[src/rtl/core/fpwl_pkg.sv]
// Shared types, constants and helpers of the flow-pair water-level rate limiter.
`default_nettype none
package fpwl_pkg;

	localparam int PAIR_COUNT = 8;
	localparam int IDX_W = (PAIR_COUNT > 1) ? $clog2(PAIR_COUNT) : 1;

	localparam logic [31:0] SIZE_INIT = 32'd544;
	localparam logic [17:0] RATE_SCALE = 18'd200000;
	localparam logic [15:0] UNITS_LIMIT = 16'd32768;
	localparam logic [15:0] PKTS_LIMIT = 16'd900;
	localparam logic [20:0] LEVEL_MIN = 21'd2;
	localparam logic [31:0] AVG_MIN = 32'd16;

	localparam logic [15:0] EPOCH_RESET = 16'd1000;
	localparam logic [20:0] MAXRATE_RESET = 21'd1048576;
	localparam logic [15:0] PROBE_RESET = 16'd1023;

	localparam logic [1:0] CFG_EPOCH = 2'd0;
	localparam logic [1:0] CFG_MAXRATE = 2'd1;
	localparam logic [1:0] CFG_PROBE = 2'd2;

	localparam logic [1:0] KIND_TX = 2'd1;
	localparam logic [1:0] KIND_RTT = 2'd2;

	typedef enum logic [1:0] {
		CMD_EVENT = 2'd0,
		CMD_BUDGET = 2'd1,
		CMD_BATCH = 2'd2,
		CMD_QUERY = 2'd3
	} cmd_t;

	typedef struct packed {
		cmd_t cmd;
		logic [31:0] flowtag;
		logic [1:0] event_kind;
		logic [31:0] now_us;
		logic [15:0] sent_units;
		logic [15:0] sent_packets;
		logic [20:0] budget;
		logic [31:0] remote_rate;
		logic [31:0] remote_limit;
		logic [2:0] pair_index;
	} in_t;

	typedef struct packed {
		logic [20:0] rate;
		logic rtt_request;
		logic [31:0] q_flowtag;
		logic [20:0] q_budget;
		logic [20:0] q_level;
		logic [31:0] q_remote_rate;
		logic [31:0] q_measured_rate;
		logic [31:0] q_hits;
		logic [31:0] q_epochs;
		logic [31:0] q_remote_limit;
		logic [31:0] last_unknown;
	} out_t;

	typedef struct packed {
		logic [20:0] budget;
		logic [20:0] level;
		logic [31:0] epoch_start;
		logic [31:0] avg;
		logic [31:0] accum;
		logic [31:0] smoothed;
		logic [31:0] last_remote;
		logic [31:0] rrate;
		logic [31:0] rlimit;
		logic [31:0] hits;
		logic [31:0] epochs;
	} rec_t;

	typedef struct packed {
		logic en;
		logic [IDX_W-1:0] addr;
		rec_t data;
	} mem_wr_t;

	// Reduces a query index into the table range by repeated subtraction.
	function automatic logic [IDX_W-1:0] pair_of(input logic [2:0] p);
		logic [3:0] v;
		v = {1'b0, p};
		for (int k = 0; k < 8; k++) begin
			if (32'(v) >= 32'(PAIR_COUNT)) begin
				v = 4'(32'(v) - 32'(PAIR_COUNT));
			end
		end
		return IDX_W'(v);
	endfunction

endpackage
`default_nettype wire

[src/rtl/core/fpwl_pair_mem.sv]
// Pair record memory with registered read and per-entry valid bits.
`default_nettype none
module fpwl_pair_mem (
	input wire logic clk,
	input wire logic arst_n,
	input wire fpwl_pkg::mem_wr_t wr,
	input wire logic rd_en,
	input wire logic [fpwl_pkg::IDX_W-1:0] rd_addr,
	output fpwl_pkg::rec_t rd_data
);
	fpwl_pkg::rec_t mem [fpwl_pkg::PAIR_COUNT];
	fpwl_pkg::rec_t rd_q;
	logic [fpwl_pkg::PAIR_COUNT-1:0] valid_q;
	logic rd_vld_q;

	always_ff @(posedge clk) begin
		if (wr.en) begin
			mem[wr.addr] <= wr.data;
		end
		if (rd_en) begin
			rd_q <= mem[rd_addr];
		end
	end

	// An entry never written reads as zero, as after reset.
	always_ff @(posedge clk or negedge arst_n) begin
		if (!arst_n) begin
			valid_q <= '0;
			rd_vld_q <= 1'b0;
		end else begin
			if (wr.en) begin
				valid_q[wr.addr] <= 1'b1;
			end
			if (rd_en) begin
				rd_vld_q <= valid_q[rd_addr];
			end
		end
	end

	assign rd_data = rd_vld_q ? rd_q : '0;
endmodule
`default_nettype wire

[config.mk]
export PLATFORM = sky130hd
export DESIGN_NAME = fpwl_pair_mem
export DESIGN_NICKNAME = d
export VERILOG_FILES = /design/src/rtl/core/fpwl_pkg.sv /design/src/rtl/core/fpwl_pair_mem.sv
export SDC_FILE = /design/constraint.sdc
export NUM_CORES = 2
export LEC_CHECK = 0
export BUFFER_PORTS_ARGS = -buffer_cell sky130_fd_sc_hd__buf_2
export CAP_MARGIN = 10
export CORE_AREA = 2 2 455 457
export DETAILED_ROUTE_END_ITERATION = 6
export DIE_AREA = 0 0 457 459
export PLACE_DENSITY = 0.76
export SYNTH_ARGS = -nofsm -noshare
export SYNTH_HDL_FRONTEND = slang
export SYNTH_SLANG_ARGS = --single-unit
[constraint.sdc]
create_clock -name clk -period 1.3 [get_ports clk]
set_clock_uncertainty 0.05 [all_clocks]
set_input_delay 0.13 -clock clk [delete_from_list [all_inputs] [get_ports clk]]
set_output_delay 0.13 -clock clk [all_outputs]
set_load 0.01 [all_outputs]
; ---- Yosys cells after proc, flatten, opt, wreduce, memory -nomap -nowiden
; Memory sizes are Yosys's and may differ from the RTL's. A register that Yosys moved wholly into a read port is not among the register bits.
; Cells that the tools add are included.
[classes]
magnitude_cmp = 3
bitwise = 1
muxes = 7
n_reduce_logical = 1
[op_table]
columns = cell, count
row1 = 330-bit 2-to-1 mux, 1
row2 = 3-bit by 4-bit < comparator with 1-bit output (second input constant), 2
row3 = 8-bit bitwise OR, 1
row4 = 1-bit 2-to-1 mux, 4
row5 = 1-bit binary-select mux with 3-bit select, 1
row6 = 1-bit demux with 3-bit select, 1
row7 = 3-bit by 1-bit >= comparator with 1-bit output (second input constant), 1
row8 = 1-bit logical AND, 1
[word_totals]
ramBits = 2640
memories = 1
word_cells = 15
in_bits = 340
register_bits = 9
out_inout_bits = 330
[memory_table]
columns = name, depth, word_bits, rd, rd_ports_with_merged_regs, write_ports, line_no
row1 = mem, 8, 330, 1, 1, 1, fpwl_pair_mem.sv:11  ; fpwl_pkg::rec_t mem [fpwl_pkg::PAIR_COUNT];

; ---- Logic depth before layout (Yosys ltp)
[logic_depth]
depth_word = 5
depth_mapped = 6
mapped_depth_nobuf = 3

; ---- Worst setup path before layout
; No wires, ideal clock.
[synth_path]
path_type = input-to-reg
from = input port wr[332] (netlist bit)
to = register valid_q[0] (netlist bit)
t_arrival_ns = 24.638
n_path_buf = 0
setup_ns = 0.185
path_slack_ns = -23.573
cell_stages = 2
required_time_ns = 1.065
cell_sequence = nor3_1 > or2_2
[synth_via]
elab_chain_len = 5
word_cells_on_any_way = 6
cone_classes = 2 x order compare / 2 x mux / 1 x bitwise / 1 x reduce/logical
[synth_rtl]
columns = item, line_no
row1 = from (decl), fpwl_pair_mem.sv:6  ; input wire fpwl_pkg::mem_wr_t wr,
row2 = 3-bit by 4-bit < comparator with 1-bit output (not written as such) / 3-bit by 1-bit >= comparator with 1-bit output (equally long branches), fpwl_pair_mem.sv:32  ; valid_q[wr.addr] <= 1'b1;
row3 = 1-bit logical AND (not written as such), fpwl_pair_mem.sv:32
row4 = 1-bit 2-to-1 mux (not written as such), fpwl_pair_mem.sv:32
row5 = 1-bit demux with 3-bit select *, fpwl_pair_mem.sv:32
row6 = 8-bit bitwise OR (no source line) *, --
row7 = to (signal assigned), fpwl_pair_mem.sv:28  ; valid_q <= '0;
row8 = "to (signal, indexed assignment)", fpwl_pair_mem.sv:32
row9 = to (decl), fpwl_pair_mem.sv:13  ; logic [fpwl_pkg::PAIR_COUNT-1:0] valid_q;
; Every way passes the cells marked *; elsewhere a longest branch is shown, timed or not.
; A chain may end at the register's enable or synchronous reset.

==> metrics.txt <==
status=finished, violations left; failing checks=hold timing, setup timing; detailed placement HPWL=158 mm; setup TNS=-655.95 ns; total grt overflow=0; WL per Instance=30.2 um; Seq cells post-synth=2979; Data arrival, critical path=2.33 ns; CTS buffer count=310; area of the die=210000 um2; DR iter-0 viols=6441; via count=56500; vias in the first global route=58600; cells along the critical path=buf_16, buf_12, and2_1, buf_2; DRC Markers=0; Tot GR Track Use=0.264; fillcell total=11700; CP max stage delay=0.51 ns; DRT antenna net count=0; CTS tree=built; clk slew on worst S/H paths=0.06 ns; fmax=0.398 GHz; clk buf depth=4; critical path's slowest cell=dfrtp_4; Buf/Inv on CP=3; Post-Route WL=282 mm; Port-buffer cells=669; antenna violations before repair=62; worst hold margin=-0.108 ns; Clock Sinks=2979; global-route wire length before repair=403 mm; Post-Syn Area per Cell=24.7 um2; layout cells sized above 1=0.364; clk root buf=clkbuf_16; Seq/Total Area, Yosys=0.796; layout net count=6715; Worst slew margin=0.659; VDD IR-drop max=1540 uV; Via density=6.05; row cnt=167; CP Max Fanout=28; top cell type by total area after synthesis=edfxtp_1; critical path class=flop to output port; power per standard cell area=1510 nW/um2; DRT Pass-1 Iters=5; die height=459 um; final hold viol count=36; final cell count without fillers=9343; Worst setup EP type=output port; CP top delay family=buffers and inverters; HP Class=input pin to flop; Final setup viols=2397; Die X=457 um; largest cells by area after synthesis=edfxtp_1, mux4_2, mux4_1, mux2_2, and2_1; largest net degree at the start of global routing=44; Leak=47.6 nW; area of the multi-input gates=21800 um2; Max Cap Viol=0; Mapped Cells=4548; syn_nets=4888; placed insts=8104; core region area=206000 um2; I/O pin count=670; final worst slack=-1.21 ns; Hold Buf Count CTS=652; GPL Wtd Cong=0.789; Area growth, synth to finish=24.9%; Pins Over Slew Limit=0; Ys Warns=0; worst skew pair latency=0.96 ns; top cell type's share of synthesized area=0.794; library cells used by synthesis=19; Register Area=89400 um2; final period demand of the worst path=2.51 ns; Worst-Margin Slew=0.509 ns; final worst path period share=1.93; WP data required=1.12 ns; initial core utilization=0.546; Startpoint Class=flop; Max H-tree Level=5; Syn Std Cell Area=112000 um2; RSZ-0062 raised after global routing=true
==> flip-flops by register name (all words and copies together) (netlist names) <==
register,count
mem,2640
rd_vld_q,1
valid_q,8
rd_q,330
==> where the power goes <==
group	internal (W)	total, W	switching, W	leakage (nW)
Combinational	0.00815	0.0162	0.00800	15.7
Sequential	0.110	0.111	0.00134	27.3
Clock	0.0491	0.0850	0.0359	4.63
==> metal layers <==
| layer | routed length, um | vias up | track usage |
|---|---|---|---|
| met5 | 310 | - | 0 |
| met2 | 143000 | 3226 | 0.440 |
| met4 | 8350 | 48 | 0.0801 |
| met1 | 104000 | 29600 | 0.350 |
| met3 | 26500 | 544 | 0.0594 |
| li1 | - | 23100 | - |
==> Yosys cell counts (all sizes together) <==
cell,n
or2,8
mux2,330
nand2b,3
dfrtp,9
mux4,661
mux2i,4
and2,330
nor2,7
nor3,2
edfxtp,2970
a21oi,1
clkbuf,93
nand2,2
buf,128
==> cell families after synthesis <==
kind of cell	share of synthesized area
DFF	0.796
muxes	0.172
and+or+nand+nor	0.0194
buffers and inverters	0.0131
AOI/OAI and AO/OA	0.0000445
==> final cells by class <==
| class | count | area share |
|---|---|---|
| Clock buffer | 372 | 0.0576 |
| Sequential cell | 2979 | 0.637 |
| Antenna cell | 50 | 0.000892 |
| Tap cell | 2704 | 0.0241 |
| Timing Repair Buffer | 1736 | 0.115 |
| Multi-Input combinational cell | 1348 | 0.155 |
| Clock inverter | 154 | 0.0102 |
==> worst reg2reg max path, stage by stage (launching register included) <==
cell,delay (ns)
edfxtp_1,0.45
mux4_1,0.60
mux2_2,0.31
==> cell usage in the layout (no fill, tap or decap), drive strengths merged, types with 3 or more instances in the layout <==
cell type	n
nand2b	3
and2	330
clkbuf	375
buf	1081
dfrtp	9
clkinv	109
mux2i	4
bufinv	25
clkinvlp	8
inv	12
diode	50
dlygate4sd3	652
nor2	7
mux4	661
edfxtp	2970
or2	8
mux2	330
==> path summary, 6_finish.rpt <==
kind	startpoint	to	slack (ns)	cells after the start
worst max-delay path	rd_vld_q	rd_data[82]	-1.21	4
worst min-delay path	wr[333]	mem[5][196]	-0.11	4
worst max register to register	mem[0][60]	rd_q[60]	-0.35	2
worst min register to register	valid_q[3]	valid_q[3]	0.41	1
max in group asynchronous	arst_n	rd_vld_q	0.61	3
min in group asynchronous	arst_n	rd_vld_q	0.24	3
==> what timing repair did <==
item                                   4_1_cts  5_1_grt
gates cloned                                 2        4
setup buffers                                4        1
resized for setup                           60       76
setup endpoints to repair                  660     2285
endpoints found under the hold margin     4273       46
pin swaps                                    0        2
==> per-stage QoR <==
stage / cell area (um2) / setup slack [ns] / util / total power (W)
after floorplan: 112000 / -7.47 / - / 0.120
after global placement: 123000 / -0.703 / 0.600 / 0.126
after detailed placement: 123000 / -0.723 / 0.600 / 0.126
after CTS: 140000 / -1.28 / 0.680 / 0.212
after global routing: 140000 / -1.28 / 0.682 / 0.218
final: 140000 / -1.21 / 0.682 / 0.212
No activity file was read; power rests on OpenSTA's default activity.
